## config.mk

```make
export PLATFORM = sky130hd
export DESIGN_NAME = sck_ram
export DESIGN_NICKNAME = d
export VERILOG_FILES = /design/src/rtl/core/sck_ram.sv
export SDC_FILE = /design/constraint.sdc
export NUM_CORES = 1
export LEC_CHECK = 0
export BUFFER_PORTS_ARGS = -buffer_cell sky130_fd_sc_hd__buf_2
export CORE_ASPECT_RATIO = 0.6
export CORE_MARGIN = 5
export CORE_UTILIZATION = 55
export CTS_BUF_LIST = sky130_fd_sc_hd__clkbuf_4 sky130_fd_sc_hd__clkbuf_8 sky130_fd_sc_hd__clkbuf_16
export DETAILED_ROUTE_END_ITERATION = 6
export GPL_TIMING_DRIVEN = 0
export PLACE_DENSITY = 0.71
export REMOVE_ABC_BUFFERS = 1
export SETUP_SLACK_MARGIN = 0.4
export SKIP_LAST_GASP = 1
export SLEW_MARGIN = 20
export SYNTH_ARGS = -nofsm -noshare
export SYNTH_HDL_FRONTEND = slang
export SYNTH_SLANG_ARGS = --single-unit
```

## constraint.sdc

```tcl
create_clock -name clk -period 3.9 [get_ports clk]
set_clock_uncertainty 0.1 [all_clocks]
set_input_delay 0.585 -clock clk [delete_from_list [all_inputs] [get_ports clk]]
set_output_delay 0.585 -clock clk [all_outputs]
set_load 0.02 [all_outputs]
```

## src/rtl/core/sck_ram.sv

```systemverilog
module sck_ram #(
	parameter int WIDTH = 8,
	parameter int DEPTH = 16
) (
	input  logic                     clk,
	input  logic                     we,
	input  logic [$clog2(DEPTH)-1:0] waddr,
	input  logic [WIDTH-1:0]         wdata,
	input  logic [$clog2(DEPTH)-1:0] raddr,
	output logic [WIDTH-1:0]         rdata
);

	logic [WIDTH-1:0] mem [DEPTH];

	// Single write port.
	always_ff @(posedge clk) begin
		if (we) begin
			mem[waddr] <= wdata;
		end
	end

	// Registered read port.
	always_ff @(posedge clk) begin
		rdata <= mem[raddr];
	end

endmodule

```

Yosys cells after proc, flatten, opt, wreduce, memory -nomap -nowiden
Memory sizes are Yosys's and may differ from the RTL's. A register that Yosys moved wholly into a read port is not among the register bits.
Cells that the tools add are included.

storage, ports and cells
  flip-flop bits (word level) = 0
  memories kept = 1
  RAM bits = 128

memory list
  memory  words  width  rd ports  clocked after Yosys merged registers in  write ports  line  source
  mem     16     8      1         1                                        1            13    logic [WIDTH-1:0] mem [DEPTH];

operators by class
  muxes and demuxes = 2

operators by type and width
  kind              number
  2-to-1 mux 1 bit  2

Logic depth before layout (Yosys ltp)
Gate-level depths: netlist of the first run.

  depth in word-level cells = 2
  depth in mapped cells = 5

Worst setup path before layout of the first run
No wires, ideal clock.

  kind = input to register
  start point = input port waddr[2]
  end point = memory mem[0][0] (enable)
  setup slack = 1722 ps
  path buffers = 0
  cell stages on the path = 2
  arrival = 1695 ps
  required time = 3417 ps
  library setup time = 383 ps
  cell sequence = or3b_2 nor3_1

RTL lines
  element          line  source
  start, declared  7     input logic [$clog2(DEPTH)-1:0] waddr,
  end, declared    13

Straight into the memory's write port.

==> results of run 1 <==
==> logic make-up after synthesis <==
kind of cell | after synthesis | synth area share
buf+inv | 10 | 0.01677
flops | 136 | 0.7778
compound gates | 16 | 0.02334
simple gates | 35 | 0.03184
mux | 32 | 0.1502
==> final cells by class <==
| type | instances | area (um^2) |
|---|---|---|
| fillers | 605 | 3177 |
| flip-flops and latches | 136 | 4004 |
| repair buffers | 25 | 125.1 |
| well taps | 130 | 162.7 |
| clock buffers | 17 | 425.4 |
| multi-input cells | 83 | 1077 |
| clock inverters | 15 | 183.9 |
==> report_power, final <==
part / switching, mW / internal, mW
sequential: 0.00775 / 1.63
combinational: 0.0972 / 0.0585
clock: 0.577 / 1.06
total: 0.682 / 2.75
==> cell usage in the layout, fill, tap and decap left out, drive strengths merged <==
master / Yosys / routed
buf: 7 / 25
clkbuf: 0 / 17
nor2b: 1 / 1
edfxtp: 128 / 128
mux4: 32 / 32
and2: 1 / 1
bufinv: 0 / 4
nand3: 1 / 1
clkinvlp: 0 / 4
nand2b: 2 / 2
and2b: 1 / 1
nor3: 4 / 4
a22oi: 16 / 16
nand3b: 2 / 2
nor2: 13 / 13
nand2: 9 / 9
or3b: 1 / 1
dfxtp: 8 / 8
clkinv: 0 / 7
==> worst max-delay path: cells and delay by family <==
family                 cells  cell delay, ps
buffers and inverters      1             750
muxes                      1             690
AOI/OAI and AO/OA          1             260
and+or+nand+nor            1             150
==> metrics by stage <==
| stage | util | hold WS, ps |
|---|---|---|
| global placement | 0.5843 | 573.0 |
| detailed placement | 0.5864 | 588.3 |
| floorplan | - | 529.3 |
| global route | 0.6530 | 455.4 |
| finish | 0.6530 | 464.0 |
| CTS | 0.6530 | 452.2 |
==> flip-flops by register name, summed over array words and instances (netlist names) <==
| signal | flops |
|---|---|
| mem | 128 |
| rdata | 8 |
==> final timing paths <==
kind | start | endpoint | slack, ps | depth (start not counted)
max | raddr[0] | rdata[2]$_DFF_P_ | 1580 | 4
min reg2reg | mem[14][7]$_DFFE_PP_ | rdata[7]$_DFF_P_ | 600 | 3
max reg2reg | mem[9][2]$_DFFE_PP_ | rdata[2]$_DFF_P_ | 2350 | 3
min | wdata[2] | mem[0][2]$_DFFE_PP_ | 460 | 1
==> metal layers <==
| layer | GRT usage | part of all wire | routed length [um] | up-vias |
|---|---|---|---|---|
| met5 | 0 | 0 | 0 | - |
| met2 | 0.2485 | 0.45 | 4341 | 97 |
| li1 | - | - | - | 1046 |
| met4 | 0.06192 | 0.0084 | 81 | 0 |
| met3 | 0.06576 | 0.065 | 628 | 9 |
| met1 | 0.2783 | 0.48 | 4594 | 1238 |
==> metrics.csv, run 1 <==
stage;metric;value;unit
yosys;synth.most_common_cell;edfxtp_1;
routing;drt_iter0_drc;254;
cts;clk_path_buf_depth;2;
critical_path;cp_max_fo;32;
timing;worstMarginPinSlew;1029;ps
routing;wl_per_cell;23.76;um
routing;vias;2390;
routing;via_per_inst;5.887;
critical_path;path_class;in2reg;
critical_path;slowest_delay;750;ps
critical_path;slowest_stage;buf_2;
timing;fmax;431.1;MHz
power;power.total;3.433;mW
yosys;synth_seq_cells;136;
place;hpwl;5833;um
layout;fin_cells;406;
yosys;synth_flop_cell;edfxtp_1;
timing;min_period;2320;ps
cts;hold_buffers;0;
layout;syn_to_final_growth;16.14;%
global_route;antenna_found_initial;0;
timing;slew_headroom;0.3138;
cts;cts_resized;0;
critical_path;start_kind;input pin;
global_route;grt_pass1_vias;2452;
global_route;grt_max_degree;33;
timing;setup_slack;1580;ps
yosys;yosysSeqAreaShare;0.7778;
die;placementRows;27;
timing;rsz0062_at_grt;false;
global_route;grt_util_all_layers;0.1836;
critical_path;required;4060;ps
timing;fin_tns_setup;0;ps
layout;drive_above_1_share;0.2862;
yosys;synth_cell_types;19;
routing;first_pass_iters;4;
hold_path;hold_class;in2reg;
flow_run;drv_cap;0;
routing;drtAntennaViolNets;0;
cts;cts_tree;done;
layout;diodes;0;
yosys;synth_common_cells;edfxtp_1 (128), mux4_2 (18), a22oi_1 (16);
status;status;completed;
critical_path;crit_chain;buf_2 -> mux4_1 -> a22oi_1 -> nand2_1;
die;core;9155;um^2
power;peakVddDrop;0.4227;mV
yosys;yosysWarnings;0;
yosys;synth_edf_count;128;
global_route;grt-ovfl-total;0;
timing;finalHoldViolations;0;
layout;finalInstanceArea;5978;um^2
critical_path;cp-end-kind;flip-flop;
place;dp_slack;1113;ps
place;dp_cells;374;
routing;drcViolationCount;0;
layout;nets;281;
cts;cts_post_setup_buffers_inserted;0;
die;start_util;0.5623;
yosys;synth.largest_area_cell;edfxtp_1;
global_route;grt_pass1_wl;14580;um
cts;path_clk_slew;60;ps
yosys;synthCells;229;
die;fp.dieArea;11460;um^2
yosys;postSynthAreaPerCell;22.48;um^2
place;dpl_cell_area;5369;um^2
power;leakage;1.990;nW
cts;root_buffer;clkbuf_16;
die;die_h;84.94;um
cts;cts_buffers;17;
cts;cts_sinks;136;
place;port_buffers;25;
die;dieWidth;134.9;um
power;power.density;574.2;nW/um^2
cts;cts.htree.levels;4;
yosys;synth_top_area_share;0.7467;
place;routabilityCongestion;0.6991;
yosys;synth-async-reset-ratio;0;
yosys;syn_area;5147;um^2
yosys;synth_area_leaders;edfxtp_1 (75%), mux4_2 (7.9%), mux4_1 (7.1%);
timing;setup_viol;0;
critical_path;worst-endpoint-arrival;2480;ps
timing;period_share;0.5947;
timing;finalMaxSlewViolations;0;
routing;wirelength;9646;um
die;io_pins;26;
cts;clock_latency;410;ps
No activity file was read; power rests on OpenSTA's default activity.
==> inputs of run 2 (changes only) <==
Settings changed: ABC_AREA set to 1, PLACE_DENSITY 0.71 to 0.7.
Clock period 3.9 ns to 2.3 ns, I/O delays scaled along.
==> metrics.csv, run 2 <==
stage;metric;value;unit;change
yosys;synth-async-reset-ratio;0;;unchanged
yosys;synth_cell_types;12;;was 19
critical_path;slowest_delay;600;ps;was 750 ps
yosys;synth_common_cells;nand2_1 (173), edfxtp_1 (128), inv_1 (100);;was edfxtp_1 (128), mux4_2 (18), a22oi_1 (16)
critical_path;cp_max_fo;33;;was 32
place;port_buffers;25;;unchanged
timing;min_period;1613;ps;
layout;diodes;0;;unchanged
cts;cts_sinks;136;;unchanged
layout;drive_above_1_share;0.09262;;was 0.2862
die;io_pins;26;;unchanged
yosys;synth_edf_count;128;;unchanged
power;peakVddDrop;0.8971;mV;was 0.4227 mV
yosys;postSynthAreaPerCell;10.47;um^2;was 22.48 um^2
routing;wirelength;12670;um;was 9646 um
yosys;synth_flop_cell;edfxtp_1;;unchanged
global_route;antenna_found_initial;0;;unchanged
power;power.density;904.9;nW/um^2;was 574.2 nW/um^2
critical_path;crit_chain;clkbuf_4 -> inv_2 -> nand3_1 -> nand3_1 -> nand3_1 -> nand2_1;;was buf_2 -> mux4_1 -> a22oi_1 -> nand2_1
critical_path;path_class;in2reg;;unchanged
hold_path;hold_class;in2reg;;unchanged
routing;wl_per_cell;17.65;um;was 23.76 um
yosys;synth.largest_area_cell;edfxtp_1;;unchanged
yosys;synth.most_common_cell;nand2_1;;was edfxtp_1
yosys;synth_top_area_share;0.6665;;was 0.7467
die;dieWidth;142.2;um;was 134.9 um
layout;fill_cells;773;;was 605
yosys;yosysWarnings;0;;unchanged
hold_path;hold_depth;3;;was 1
timing;slew_headroom;0.4180;;was 0.3138
layout;fin_cells;718;;was 406
cts;cts.htree.levels;4;;unchanged
flow_run;drv_cap;0;;unchanged
die;core;10050;um^2;was 9155 um^2
routing;drcViolationCount;0;;unchanged
critical_path;worst-endpoint-arrival;1870;ps;was 2480 ps
place;dp_cells;687;;was 374
global_route;grt-ovfl-total;0;;unchanged
global_route;grt_pass1_vias;3563;;was 2452
timing;worstMarginPinSlew;869.7;ps;was 1029 ps
layout;layout_common_cells;nand2_1 (173), edfxtp_1 (128), inv_1 (100);;was edfxtp_1 (128), buf_2 (25), mux4_2 (18)
yosys;syn_area;5767;um^2;was 5147 um^2
routing;first_pass_iters;4;;unchanged
layout;largest-register;mem;;unchanged
yosys;synth_area_leaders;edfxtp_1 (67%), nand2_1 (11%), nand3_1 (8.4%);;was edfxtp_1 (75%), mux4_2 (7.9%), mux4_1 (7.1%)
critical_path;required;2550;ps;was 4060 ps
cts;cts_tree;done;;unchanged
timing;setup_viol;0;;unchanged
cts;clock_latency;410;ps;about the same
layout;largest_register_ffs;128;;unchanged
routing;drtAntennaViolNets;0;;unchanged
yosys;synth_seq_cells;136;;unchanged
layout;nets;589;;was 281
layout;syn_to_final_growth;12.78;%;was 16.14%
global_route;grt_max_degree;66;;was 33
critical_path;reg2reg_depth;6;;was 3
power;power.total;5.885;mW;was 3.433 mW
die;die_h;89.32;um;was 84.94 um
die;start_util;0.5735;;was 0.5623
die;placementRows;28;;was 27
cts;cts_resized;1;;was 0
cts;cts_buffers;17;;unchanged
place;routabilityCongestion;0.7955;;was 0.6991
timing;worst_hold_slack;185.0;ps;was 464.0 ps
status;status;completed;;unchanged
cts;cts_post_setup_buffers_inserted;0;;unchanged
global_route;grt_pass1_wl;19670;um;was 14580 um
critical_path;crit_path_frequent_cell;nand3_1;;
critical_path;start_kind;input pin;;unchanged
timing;period_share;0.7011;;
timing;rsz0062_at_grt;false;;unchanged
layout;layout_commonest_cell;nand2_1;;was edfxtp_1
cts;root_buffer;clkbuf_16;;unchanged
timing;fmax;620.1;MHz;
yosys;yosysSeqAreaShare;0.6943;;was 0.7778
timing;finalMaxSlewViolations;0;;unchanged
routing;drt_iter0_drc;379;;was 254
routing;via_per_inst;5.153;;was 5.887
cts;path_clk_slew;50;ps;was 60 ps
die;fp.dieArea;12700;um^2;was 11460 um^2
critical_path;slowest_stage;inv_2;;was buf_2
place;hpwl;7321;um;was 5833 um
global_route;grt_util_all_layers;0.2171;;was 0.1836
power;leakage;2.811;nW;was 1.990 nW
timing;fin_tns_setup;0;ps;unchanged
timing;finalHoldViolations;0;;unchanged
critical_path;cp-end-kind;flip-flop;;unchanged
cts;clk_path_buf_depth;2;;unchanged
routing;vias;3700;;was 2390
cts;hold_buffers;0;;unchanged
layout;reg_top3;mem x128, rdata x8;;unchanged
yosys;synthCells;551;;was 229
run 2: power breakdown:
part / internal, mW / switching, mW / total [mW]
clock network: 1.81 / 0.949 / 2.76
logic: 0.0873 / 0.256 / 0.344
registers: 2.77 / 0.0131 / 2.79
total: 4.67 / 1.22 / 5.89
run 2: cell type report:
| cell class | count | area, um^2 | share of cell area |
|---|---|---|---|
| well taps | 135 | 168.9 | 0.02597 |
| repair buffers | 25 | 133.9 | 0.02058 |
| flip-flops and latches | 136 | 4004 | 0.6156 |
| inverters | 102 | 385.4 | 0.05925 |
| clock buffers | 19 | 440.4 | 0.06772 |
| clock inverters | 12 | 157.7 | 0.02424 |
| multi-input cells | 289 | 1214 | 0.1866 |
run 2: cells by family after synthesis:
group	share of synthesized area
buffers and inverters	0.09525
and+or+nand+nor	0.2105
DFF	0.6943
run 2: worst paths after layout:
kind,start,to,slack [ps]
max,raddr[1],rdata[0]$_DFF_P_,690
min,raddr[3],rdata[0]$_DFF_P_,180
max reg2reg,mem[13][3]$_DFFE_PP_,rdata[3]$_DFF_P_,1130
min reg2reg,mem[3][3]$_DFFE_PP_,rdata[3]$_DFF_P_,570
run 2: critical path: cells and delay by family:
family	cells	cell delay (ps)
buffers and inverters	2	910
AND/OR/NAND/NOR	4	590
run 2: per-layer routing:
| metal | global-route usage | part of all wire | vias up |
|---|---|---|---|
| met1 | 0.3020 | 0.45 | 1736 |
| met5 | 0 | 0 | - |
| met4 | 0.07143 | 0.014 | 0 |
| met2 | 0.3291 | 0.46 | 138 |
| li1 | - | - | 1811 |
| met3 | 0.07002 | 0.081 | 15 |
run 2: through the flow:
step / area, um^2 / utilization / setup WS (ps)
CTS: 6497 / 0.6462 / 496.3
floorplan: 5600 / - / 874.5
detailed placement: 5897 / 0.5865 / -186.4
global placement: 5894 / 0.5862 / -685.9
finish: 6504 / 0.6468 / 687.4
global route: 6504 / 0.6468 / 531.3
