--- src/rtl/core/sck_pkg.sv ---
package sck_pkg;

	// Table geometry.
	localparam int TABLE_DEPTH = 256;
	localparam int AW = $clog2(TABLE_DEPTH);
	localparam int CW = AW + 1;

	// Item actions.
	localparam logic [1:0] ACT_INSERT = 2'd0;
	localparam logic [1:0] ACT_REMOVE = 2'd1;
	localparam logic [1:0] ACT_CLEAR  = 2'd2;

	// Result status codes.
	localparam logic [2:0] ST_INSERTED  = 3'd0;
	localparam logic [2:0] ST_UPDATED   = 3'd1;
	localparam logic [2:0] ST_REFUSED   = 3'd2;
	localparam logic [2:0] ST_NOSTORE   = 3'd3;
	localparam logic [2:0] ST_REMOVED   = 3'd4;
	localparam logic [2:0] ST_CLEARED   = 3'd5;

	// One table entry: sort key followed by its box.
	typedef struct packed {
		logic signed [31:0] kx;
		logic signed [31:0] ky;
		logic signed [31:0] kz;
		logic [63:0]        own;
		logic [63:0]        itm;
		logic [5:0][63:0]   box;
	} entry_t;

	localparam int EW = $bits(entry_t);

	// Result handed from the sequencer to the output register.
	typedef struct packed {
		logic [2:0]    status;
		logic [CW-1:0] removed;
		logic [CW-1:0] entries;
		logic [31:0]   refused;
	} result_t;

	typedef enum logic [3:0] {
		S_IDLE,
		S_SRD,
		S_SCMP,
		S_EQCMP,
		S_DECIDE,
		S_SHRD,
		S_SHWR,
		S_RRD,
		S_RCMP,
		S_DONE
	} state_t;

	// Sort key as one unsigned word: signed fields get their sign bit flipped.
	function automatic logic [223:0] sort_key(input entry_t e);
		sort_key = {~e.kx[31], e.kx[30:0], ~e.ky[31], e.ky[30:0],
			~e.kz[31], e.kz[30:0], e.own, e.itm};
	endfunction

endpackage

--- src/rtl/core/sck_ctrl.sv ---
module sck_ctrl
	import sck_pkg::*;
(
	input  logic          clk,
	input  logic          arst_n,
	input  logic          start,
	input  logic [1:0]    act,
	input  entry_t        ent,
	input  logic [CW-1:0] cap,
	input  logic          out_free,
	output logic          busy,
	output logic          res_valid,
	output result_t       res,
	output logic          wr_en,
	output logic [AW-1:0] wr_addr,
	output entry_t        wr_data,
	output logic [AW-1:0] rd_addr,
	input  entry_t        rd_data
);

	state_t state_q, state_d;

	entry_t        ent_q;
	logic [CW-1:0] lo_q, hi_q, idx_q, w_q, fill_q, removed_q;
	logic [31:0]   refused_q;
	logic [2:0]    status_q;
	logic          eq_q;
	logic [CW-1:0] mid;
	logic          probe_le, probe_eq, owner_hit;

	// Midpoint of the search window and compares against the read entry.
	assign mid       = lo_q + ((hi_q - lo_q) >> 1);
	assign probe_le  = sort_key(ent_q) <= sort_key(rd_data);
	assign probe_eq  = sort_key(ent_q) == sort_key(rd_data);
	assign owner_hit = rd_data.own == ent_q.own;

	// Next state.
	always_comb begin
		state_d = state_q;
		case (state_q)
			S_IDLE: begin
				if (start) begin
					case (act)
						ACT_INSERT: state_d = (cap == '0) ? S_DONE : S_SRD;
						ACT_REMOVE: state_d = (ent.own == '0) ? S_DONE : S_RRD;
						ACT_CLEAR:  state_d = S_DONE;
						default:    state_d = S_IDLE;
					endcase
				end
			end
			S_SRD: begin
				if (lo_q < hi_q) begin
					state_d = S_SCMP;
				end else if (lo_q < fill_q) begin
					state_d = S_EQCMP;
				end else begin
					state_d = S_DECIDE;
				end
			end
			S_SCMP:   state_d = S_SRD;
			S_EQCMP:  state_d = S_DECIDE;
			S_DECIDE: state_d = (eq_q || fill_q >= cap) ? S_DONE : S_SHRD;
			S_SHRD:   state_d = (idx_q > lo_q) ? S_SHWR : S_DONE;
			S_SHWR:   state_d = S_SHRD;
			S_RRD:    state_d = (idx_q < fill_q) ? S_RCMP : S_DONE;
			S_RCMP:   state_d = S_RRD;
			S_DONE:   state_d = out_free ? S_IDLE : S_DONE;
			default:  state_d = S_IDLE;
		endcase
	end

	// Memory accesses; the handshake outputs are assigned after this block.
	always_comb begin
		wr_en   = 1'b0;
		wr_addr = lo_q[AW-1:0];
		wr_data = ent_q;
		rd_addr = idx_q[AW-1:0];
		case (state_q)
			S_SRD: begin
				rd_addr = (lo_q < hi_q) ? mid[AW-1:0] : lo_q[AW-1:0];
			end
			S_DECIDE: begin
				wr_en = eq_q;
			end
			S_SHRD: begin
				rd_addr = idx_q[AW-1:0] - 1'b1;
				wr_en   = !(idx_q > lo_q);
			end
			S_SHWR: begin
				wr_en   = 1'b1;
				wr_addr = idx_q[AW-1:0];
				wr_data = rd_data;
			end
			S_RCMP: begin
				wr_en   = !owner_hit && (w_q != idx_q);
				wr_addr = w_q[AW-1:0];
				wr_data = rd_data;
			end
			default: begin
				wr_en = 1'b0;
			end
		endcase
	end

	assign busy      = state_q != S_IDLE;
	assign res_valid = (state_q == S_DONE) && out_free;
	assign res       = '{status: status_q, removed: removed_q, entries: fill_q,
		refused: refused_q};

	// State and control counters.
	always_ff @(posedge clk or negedge arst_n) begin
		if (!arst_n) begin
			state_q   <= S_IDLE;
			fill_q    <= '0;
			refused_q <= '0;
		end else begin
			state_q <= state_d;
			case (state_q)
				S_IDLE: begin
					if (start && act == ACT_CLEAR) begin
						fill_q <= '0;
					end
				end
				S_DECIDE: begin
					if (!eq_q && fill_q >= cap && refused_q != '1) begin
						refused_q <= refused_q + 1'b1;
					end
				end
				S_SHRD: begin
					if (!(idx_q > lo_q)) begin
						fill_q <= fill_q + 1'b1;
					end
				end
				S_RRD: begin
					if (!(idx_q < fill_q)) begin
						fill_q <= w_q;
					end
				end
				default: begin
				end
			endcase
		end
	end

	// Item registers, search window and walk indices.
	always_ff @(posedge clk) begin
		case (state_q)
			S_IDLE: begin
				ent_q     <= ent;
				lo_q      <= '0;
				hi_q      <= fill_q;
				idx_q     <= '0;
				w_q       <= '0;
				removed_q <= '0;
				eq_q      <= 1'b0;
				case (act)
					ACT_INSERT: status_q <= ST_NOSTORE;
					ACT_REMOVE: status_q <= ST_REMOVED;
					default:    status_q <= ST_CLEARED;
				endcase
			end
			S_SCMP: begin
				if (probe_le) begin
					hi_q <= mid;
				end else begin
					lo_q <= mid + 1'b1;
				end
			end
			S_SRD: begin
				if (!(lo_q < hi_q)) begin
					idx_q <= fill_q;
				end
			end
			S_EQCMP: begin
				eq_q <= probe_eq;
			end
			S_DECIDE: begin
				if (eq_q) begin
					status_q <= ST_UPDATED;
				end else if (fill_q >= cap) begin
					status_q <= ST_REFUSED;
				end else begin
					status_q <= ST_INSERTED;
				end
			end
			S_SHWR: begin
				idx_q <= idx_q - 1'b1;
			end
			S_RCMP: begin
				if (owner_hit) begin
					removed_q <= removed_q + 1'b1;
				end else begin
					w_q <= w_q + 1'b1;
				end
				idx_q <= idx_q + 1'b1;
			end
			default: begin
			end
		endcase
	end

`ifndef ASSERT_OFF
	// The entry count never passes the table depth.
	a_fill_bound: assert property (@(posedge clk) disable iff (!arst_n)
		fill_q <= CW'(TABLE_DEPTH))
		else $error("fill count beyond table depth");

	// No memory write while no item is in progress.
	a_idle_nowrite: assert property (@(posedge clk) disable iff (!arst_n)
		state_q == S_IDLE |-> !wr_en)
		else $error("table write while idle");

	// During a remove every visited entry is either kept or counted.
	a_remove_sum: assert property (@(posedge clk) disable iff (!arst_n)
		state_q == S_RRD |-> removed_q + w_q == idx_q)
		else $error("remove walk lost an entry");

	// The refusal count never goes down.
	a_refused_mono: assert property (@(posedge clk) disable iff (!arst_n)
		1'b1 |=> refused_q >= $past(refused_q))
		else $error("refusal count decreased");
`endif

endmodule

--- config.mk ---
export PLATFORM = sky130hd
export DESIGN_NAME = sck_ctrl
export DESIGN_NICKNAME = d
export VERILOG_FILES = /design/src/rtl/core/sck_pkg.sv /design/src/rtl/core/sck_ctrl.sv
export SDC_FILE = /design/constraint.sdc
export NUM_CORES = 1
export LEC_CHECK = 0
export BUFFER_PORTS_ARGS = -buffer_cell sky130_fd_sc_hd__buf_2
export CAP_MARGIN = 20
export CORE_AREA = 4 4 735 737
export CTS_CLUSTER_DIAMETER = 30
export CTS_CLUSTER_SIZE = 14
export DETAILED_ROUTE_END_ITERATION = 8
export DIE_AREA = 0 0 739 741
export PLACE_DENSITY_LB_ADDON = 0.15
export SLEW_MARGIN = 20
export SYNTH_ARGS = -nofsm -noshare
export SYNTH_HDL_FRONTEND = slang
export SYNTH_SLANG_ARGS = --single-unit
--- constraint.sdc ---
create_clock -name clk -period 24.7 [get_ports clk]
set_clock_uncertainty 0.05 [all_clocks]
set_input_delay 1.235 -clock clk [delete_from_list [all_inputs] [get_ports clk]]
set_output_delay 1.235 -clock clk [all_outputs]
set_load 0.01 [all_outputs]
======== Word-level counts from Yosys, hierarchy flattened ========
Index checks and enable logic that the tools add are counted.
word-level totals
  register bits ........................... 702
  latch bits .............................. 0
  input port bits ......................... 1231
  RAM bits ................................ 0
  word-level logic and storage cells ...... 130
  memory bits (read-only) ................. 0
  memories ................................ 0
cells by class
  shift-type cells ........................ 0
  $lt $le $gt $ge ......................... 6
  muxes and demuxes ....................... 35
  $add $sub $neg .......................... 10
  reductions and logical operators ........ 28
  multiply operators ...................... 0
  bitwise gates (word level) .............. 6
  equal/unequal tests ..................... 24
  divide/modulo/power cells ............... 0
operators with widths
  operator                                                                number
  608-bit two-way mux                                                     1
  224-bit equality test                                                   1
  224-bit less-or-equal comparator                                        1
  9-bit two-way mux                                                       8
  9-bit one-hot mux with 2 select lines                                   4
  64-bit equality test                                                    1
  64-bit zero test                                                        1
  9-bit by 1-bit adder with 9-bit output (second input constant)          5
  4-bit one-hot mux with 10 select lines                                  1
  9-bit one-hot mux with 4 select lines                                   1
  32-bit by 1-bit adder with 32-bit output (second input constant)        1
  32-bit inequality test (second input constant)                          1
  8-bit one-hot mux with 2 select lines                                   2
  9-bit less-than comparator                                              3
  9-bit one-hot mux with 3 select lines                                   1
  4-bit two-way mux                                                       6
  2-bit inequality test (second input constant)                           9
  4-bit by 3-bit equality test with 1-bit output (second input constant)  4
  3-bit one-hot mux with 2 select lines                                   2
  4-bit one-hot mux with 3 select lines                                   1
  2-bit AND reduction                                                     6
  9-bit by 8-bit adder with 9-bit output                                  1
  9-bit greater-or-equal comparator                                       1
  9-bit greater-than comparator                                           1
  27 further kinds                                                        46

======== Logic depth before layout (Yosys ltp) ========
Gate-level depths: netlist (run 1).
  depth in word-level cells ............... 5
  gate-level depth with buffers ........... 17
  mapped depth without buffers ............ 17

======== Least setup slack after synthesis (run 1) ========
Ideal clock, no wire load.
  path type ............................... register to register
  from .................................... reg state_q[3]
  to ...................................... reg lo_q[0] (enable)
  cell stages (with the launch flop) ...... 6
  path buffers ............................ 1
  setup slack ............................. 10.595 ns
  arrival time ............................ 13.707 ns
  path through ............................ dfrtp_1 > clkbuf_1 > nor2_1 > nand2_1 > inv_1 > a31o_1
on the way
  word-level cells in the longest chain between the ends .. 3
  elaborated cells between the ends (all ways) .. 5
ends and longest elaborated chain
  what                                                                                      line             RTL
  start, declared                                                                           sck_ctrl.sv:21   state_t state_q, state_d;
  start signal, assigned                                                                    sck_ctrl.sv:117  state_q <= state_d;
  4-bit by 2-bit equality test with 1-bit output / 4-bit zero test (equally long branches)  sck_ctrl.sv:147  case (state_q)
  2-bit inequality test (no line) / 2-bit nonzero test (equally long branches)              n/a
  2-bit AND reduction (no line) (*)                                                         n/a
  end signal, assigned                                                                      sck_ctrl.sv:166  lo_q <= mid + 1'b1;
  end, declared                                                                             sck_ctrl.sv:24   logic [CW-1:0] lo_q, hi_q, idx_q, w_q, fill_q, removed_q;
Every way passes the cells marked *; elsewhere a longest branch is shown, timed or not.
A chain may end at the register's enable or synchronous reset.

==> impl_metrics.csv, run 1 <==
group,metric,value,unit
finish,nFillCells,61466,
sta,slew_violations,0,
finish,final_cells,13490,
clocking,postCtsSetupBuffers,0,
finish,multi_input_area,0.0153,mm²
setup_path,rr_endpoint,"ent_q[216]$_DFFE_PP_",
setup_path,cp-end-kind,"output port",
floorplan,fp.dieH,741,µm
status,status,"finished clean",
setup_path,slowest_stage,"buf_4",
sta,slew_headroom,0.231,
synthesis,synth-edff-count,657,
grt,grt_pass1_wl,543000,µm
grt,overflow,0,
setup_path,rr_startpoint,"state_q[2]$_DFFE_PN0P_",
setup_path,crit_type,"reg2out",
clocking,ctsHoldBuffers,0,
sta,worstMarginPinSlew,1.14,ns
finish,layout_common_cells,"buf_2 (1,910), nand2_1 (1,481), edfxtp_1 (657)",
grt,grtUsageTotal,0.157,
synthesis,synth_ff_type,"edfxtp_1",
routing,via_per_inst,3.12,
sta,setup_viol,0,
sta,rsz0062_at_grt,"false",
finish,area_growth,75.3,%
setup_path,worst-path-buf-inv,7,
clocking,cts_resized,0,
clocking,worstSkewPairLatency,0.92,ns
routing,wirelength,446000,µm
placement,dp_cells,12766,
clocking,clk_pin_slew,0.04,ns
sta,finalWorstSetupSlack,16.48,ns
sta,fin_crit_sh,0.333,
finish,final_common_cell,"buf_2",
routing,dr.pass1.iters,8,
synthesis,synthArstFlopShare,0.0641,
sta,hold_viol,0,
clocking,cts_tree,"done",
setup_path,r2r_slack,19.07,ns
finish,drive_gt1_frac,0.384,
setup_path,startpoint_type,"flop",
clocking,cts_root_buf,"clkbuf_16",
grt,grt_max_degree,116,
floorplan,ios,1911,
hold_path,min_to,"ent_q[68]$_DFFE_PP_",
power_and_ir_drop,total_power,10.4,mW
synthesis,syn-num-nets,5451,
sta,setup_tns,0,ns
placement,dp_hpwl,397000,µm
power_and_ir_drop,p_leak,29.4,nW
floorplan,rows,268,
setup_path,slowest_delay,0.88,ns
placement,dp_slack,17.22,ns
synthesis,avgSynthCellArea,9.63,µm²
setup_path,worstPathArrival,6.94,ns
power_and_ir_drop,peakVddDrop,0.100,mV
placement,gp_congestion,0.976,
floorplan,core,0.532,mm²
routing,drt_iter0_markers,3007,
floorplan,die_w,739,µm
setup_path,worst_path_most_repeated_cell,"buf_4",
clocking,cts_buffer_depth,4,
setup_path,reg2reg_depth,7,
hold_path,hold_path.class,"in2reg",
hold_path,hp-start,"ent[68]",
finish,seqCellArea,0.0209,mm²
finish,nNetsFinal,7582,
floorplan,dieArea,0.548,mm²
synthesis,yosysSeqAreaShare,0.551,
synthesis,ys_ff_latch,702,
synthesis,synth_area,0.0378,mm²
run,maxCapViolCount,0,
synthesis,synth.distinct_cells,71,
setup_path,cpLargestDelayFamily,"buffers and inverters",
clocking,numCtsBuffers,310,
clocking,cts_sinks,702,
hold_path,hold_depth,1,
sta,max_freq,122,MHz
setup_path,cp.required,23.42,ns
grt,antenna_found_initial,499,
setup_path,cp_max_fo,83,
clocking,h-tree-depth,5,
placement,io_buffers,1910,
routing,num_vias,42068,
routing,ant_nets,0,
sta,min_period,8.22,ns
synthesis,synth_warnings,0,
grt,grt_pass1_vias,42935,
synthesis,netlist_instances,3928,
routing,wl_per_cell,33.1,µm
floorplan,start_util,0.0710,
power_and_ir_drop,power.density,157,mW/mm²
routing,drc,0,
setup_path,path_cells,"nor2b_1 > nand2_1 > inv_1 > nor2_4 > buf_4 > buf_4 > buf_4 > buf_4 > buf_4 > nand2_1 > o21ai_0 > buf_2",
## registers in the layout, indices dropped and copies added, names as in the netlist
register and cells:
fill_q 9, eq_q 1, w_q 9, removed_q 9, idx_q 9, status_q 3
state_q 4, lo_q 9, ent_q 608, hi_q 9, refused_q 32
## synth_stat cells (18+ instances only)
library cell  number  area share
a21o_1            40      0.0079
a21oi_1          123       0.016
and3_1            19      0.0031
clkbuf_1         147       0.015
dfrtp_1           45       0.030
edfxtp_1         657        0.52
ha_1             289       0.096
inv_1            277       0.027
nand2_1         1481        0.15
nand3_1           58      0.0077
nand4_1           61       0.010
nor2_1            80      0.0079
nor3_1            28      0.0037
nor4_1            30      0.0050
o21ai_0          307       0.041
xnor2_1           60       0.014
xor2_1            18      0.0042
## worst max-delay path by stage
stage	from	end	depth (start not counted)
after global routing	state_q[2]$_DFFE_PN0P_	wr_data[556]	12
after detailed placement	state_q[2]$_DFFE_PN0P_	wr_data[556]	12
after floorplan	state_q[3]$_DFFE_PN0P_	lo_q[0]$_SDFFCE_PP0P_	5
after CTS	state_q[2]$_DFFE_PN0P_	wr_data[556]	12
final	state_q[2]$_DFFE_PN0P_	wr_data[556]	12
after global placement	state_q[0]$_DFFE_PN0P_	wr_data[587]	11
## kinds of logic after synthesis
family	Yosys count	synth area share
buf+inv	443	0.0447
compound gates	581	0.0878
mux	7	0.00189
simple gates	1825	0.199
fa+ha+maj	292	0.0972
xor+xnor	78	0.0181
flops	702	0.551
## per-stage QoR
stage | cell area (µm²) | utilization | hold WS [ns]
after floorplan | 37800 | - | 0.468
after global placement | 56100 | 0.105 | 0.427
after detailed placement | 56200 | 0.105 | 0.433
after CTS | 65800 | 0.124 | 0.257
after global routing | 66000 | 0.124 | 0.314
final | 66300 | 0.124 | 0.431
## worst reg2reg max path, cell delays in order, from the launching register on
cell     delay [ns]
dfrtp_1        0.61
nor2_1         0.53
nand2_1        0.42
inv_8          0.54
buf_4          0.60
buf_4          0.80
buf_4          0.86
buf_4          0.81
## report_power, final
part	internal, mW	total [mW]	switching, mW
Sequential	1.91	2.42	0.505
Combinational	1.17	4.40	3.22
Clock	2.45	3.56	1.11
Total	5.54	10.4	4.84
## layer usage
| metal | vias to the layer above | routed length (µm) | global-route usage |
|---|---|---|---|
| met1 | 20040 | 164000 | 0.169 |
| met3 | 1041 | 42900 | 0.0636 |
| met4 | 264 | 22100 | 0.0597 |
| met5 | - | 1940 | 0.00286 |
| li1 | 18149 | - | - |
| met2 | 2574 | 215000 | 0.273 |
## cell type report
type                    count  share of cell area
diodes                    173             0.00653
well taps                7020               0.132
flip-flops and latches    702               0.315
clock inverters           145              0.0221
inverters                 278              0.0159
multi-input cells        2783               0.232
repair buffers           1984               0.153
clock buffers             405               0.124
Power figures use the tool's default switching activity.
==> run 2, diff against run 1 <==
Settings changed: CORE_AREA 4 4 735 737 to 4 4 736 738, DIE_AREA 0 0 739 741 to 0 0 740 742.
Clock period 24.7 ns to 8.05 ns, I/O delays scaled along.
==> run 2 against run 1 <==
Utilization rose by 1.3 points. Critical path type unchanged. Non-clock buffer count rose by 688. Register-to-register slack got worse by 16 ns. Worst setup slack got worse by 14 ns. Critical endpoint is now rd_addr[7]. Via count rose by 3.0%. Sequential power rose to 2.9 times the previous value. Combinational power rose to 3.3 times the previous value. Clock power rose to 3.1 times the previous value.
==> impl_metrics.csv, run 2 (synthesis gave the netlist of run 1 again) <==
group,metric,value,unit
floorplan,rows,269,
routing,drc,0,
sta,slew_violations,0,
hold_path,hold_path.class,"in2reg",
finish,multi_input_area,0.0154,mm²
setup_path,reg2reg_depth,8,
sta,rsz0062_at_grt,"false",
grt,antenna_found_initial,340,
setup_path,cp.required,7.60,ns
finish,seqCellArea,0.0209,mm²
hold_path,hold_depth,2,
sta,setup_viol,0,
setup_path,crit_type,"reg2out",
hold_path,min_to,"ent_q[84]$_DFFE_PP_",
sta,fin_crit_sh,0.717,
clocking,postCtsSetupBuffers,0,
clocking,h-tree-depth,5,
sta,max_freq,173,MHz
floorplan,ios,1911,
routing,num_vias,43343,
finish,drive_gt1_frac,0.346,
sta,setup_tns,0,ns
routing,drt_iter0_markers,2873,
clocking,cts_buffer_depth,4,
routing,wl_per_cell,28.9,µm
setup_path,r2r_slack,3.21,ns
sta,slew_headroom,0.0773,
clocking,cts_tree,"done",
placement,io_buffers,1910,
power_and_ir_drop,power.density,442,mW/mm²
floorplan,core,0.535,mm²
finish,largest_reg_flops,608,
finish,fin_util,0.138,
floorplan,fp.dieH,742,µm
clocking,numCtsBuffers,324,
sta,hold_viol,0,
placement,gp_congestion,0.969,
routing,via_per_inst,3.03,
routing,ant_nets,0,
floorplan,start_util,0.0706,
floorplan,die_w,740,µm
sta,min_period,5.77,ns
grt,grt_max_degree,165,
grt,grtUsageTotal,0.144,
routing,wirelength,414000,µm
setup_path,rr_endpoint,"hi_q[0]$_DFFE_PP_",
finish,nNetsFinal,8284,
finish,reg_top3,"ent_q x608, refused_q x32",
finish,final_common_cell,"buf_2",
clocking,worstSkewPairLatency,0.95,ns
grt,grt_pass1_vias,45555,
sta,fin_hold_ws,0.137,ns
routing,dr.pass1.iters,5,
setup_path,cp-end-kind,"output port",
power_and_ir_drop,peakVddDrop,0.325,mV
placement,dp_hpwl,363000,µm
clocking,cts_sinks,702,
setup_path,worstPathArrival,5.32,ns
grt,grt_pass1_wl,511000,µm
grt,overflow,0,
setup_path,cp_max_fo,5,
status,status,"finished clean",
finish,layout_common_cells,"buf_2 (1,911), nand2_1 (1,480), dlygate4sd3_1 (693)",
floorplan,dieArea,0.549,mm²
clocking,cts_root_buf,"clkbuf_16",
setup_path,rr_startpoint,"ent_q[587]$_DFFE_PP_",
sta,worstMarginPinSlew,1.37,ns
power_and_ir_drop,p_leak,32.5,nW
finish,nFillCells,61576,
setup_path,startpoint_type,"flop",
hold_path,hp-start,"ent[84]",
finish,top_register,"ent_q",
clocking,clk_pin_slew,0.04,ns
clocking,cts_resized,0,
clocking,ctsHoldBuffers,693,
run,maxCapViolCount,0,
finish,area_growth,95.1,%
run 2: cell count changes in the layout (fill, tap and decap cells not counted), sizes merged, moves of 5 or more:
cell	delta
diode	-51
dlygate4sd3	+693
bufinv	-6
clkinv	+13
buf	-5
clkbuf	+36
run 2: routing by layer:
layer / GRT usage / wire length [µm]
met2: 0.252 / 201000
met4: 0.0536 / 18300
met1: 0.157 / 154000
met5: 0 / 976
met3: 0.0569 / 38500
run 2: how the worst max path moves through the flow:
stage | startpoint | to | slack, ns | depth (start not counted)
3_3_place_gp | rd_data[568] | hi_q[0]$_DFFE_PP_ | -0.07 | 13
5_1_grt | lo_q[1]$_SDFFCE_PP0P_ | rd_addr[7] | 1.82 | 16
6_report | lo_q[1]$_SDFFCE_PP0P_ | rd_addr[7] | 2.28 | 16
2_1_floorplan | state_q[3]$_DFFE_PN0P_ | ent_q[0]$_DFFE_PP_ | -2.21 | 4
4_1_cts | lo_q[1]$_SDFFCE_PP0P_ | rd_addr[7] | 2.19 | 16
3_5_place_dp | rd_data[586] | hi_q[0]$_DFFE_PP_ | 2.83 | 10
run 2: area by class of cell:
class                   count  area share
diodes                    122     0.00414
clock buffers             441       0.119
clock inverters           149      0.0165
inverters                 278      0.0142
multi-input cells        2783       0.209
flip-flops and latches    702       0.283
well taps                7181       0.122
repair buffers           2672       0.233
run 2: stage by stage:
stage | power [mW] | worst slack, ns | std cells | cell area, µm²
after global routing | 34.5 | 1.82 | 14231 | 73500
after global placement | 21.8 | -0.0733 | 12916 | 56400
after CTS | 33.7 | 2.19 | 14205 | 73400
final | 32.6 | 2.28 | 14328 | 73800
after floorplan | 11.8 | -2.21 | 3928 | 37900
after detailed placement | 21.8 | 2.83 | 12922 | 56500
run 2: critical path: stages, from the launching register on:
cell       delay, ns
edfxtp_1        0.49
inv_1           0.17
ha_1            0.34
nor2b_1         0.15
o21ai_1         0.09
a21boi_1        0.20
o21ai_1         0.13
a2111oi_0       0.66
nor2_1          0.14
ha_1            0.25
a2111oi_0       0.38
nor3_1          0.16
xnor2_1         0.49
nor2_1          0.09
a21oi_1         0.32
o221ai_1        0.19
buf_2           0.19
run 2: report_power, final:
group | total, mW | switching (mW) | internal [mW]
clock network | 11.2 | 3.45 | 7.75
logic | 14.5 | 10.6 | 3.88
registers | 6.96 | 1.10 | 5.86
total | 32.6 | 15.1 | 17.5
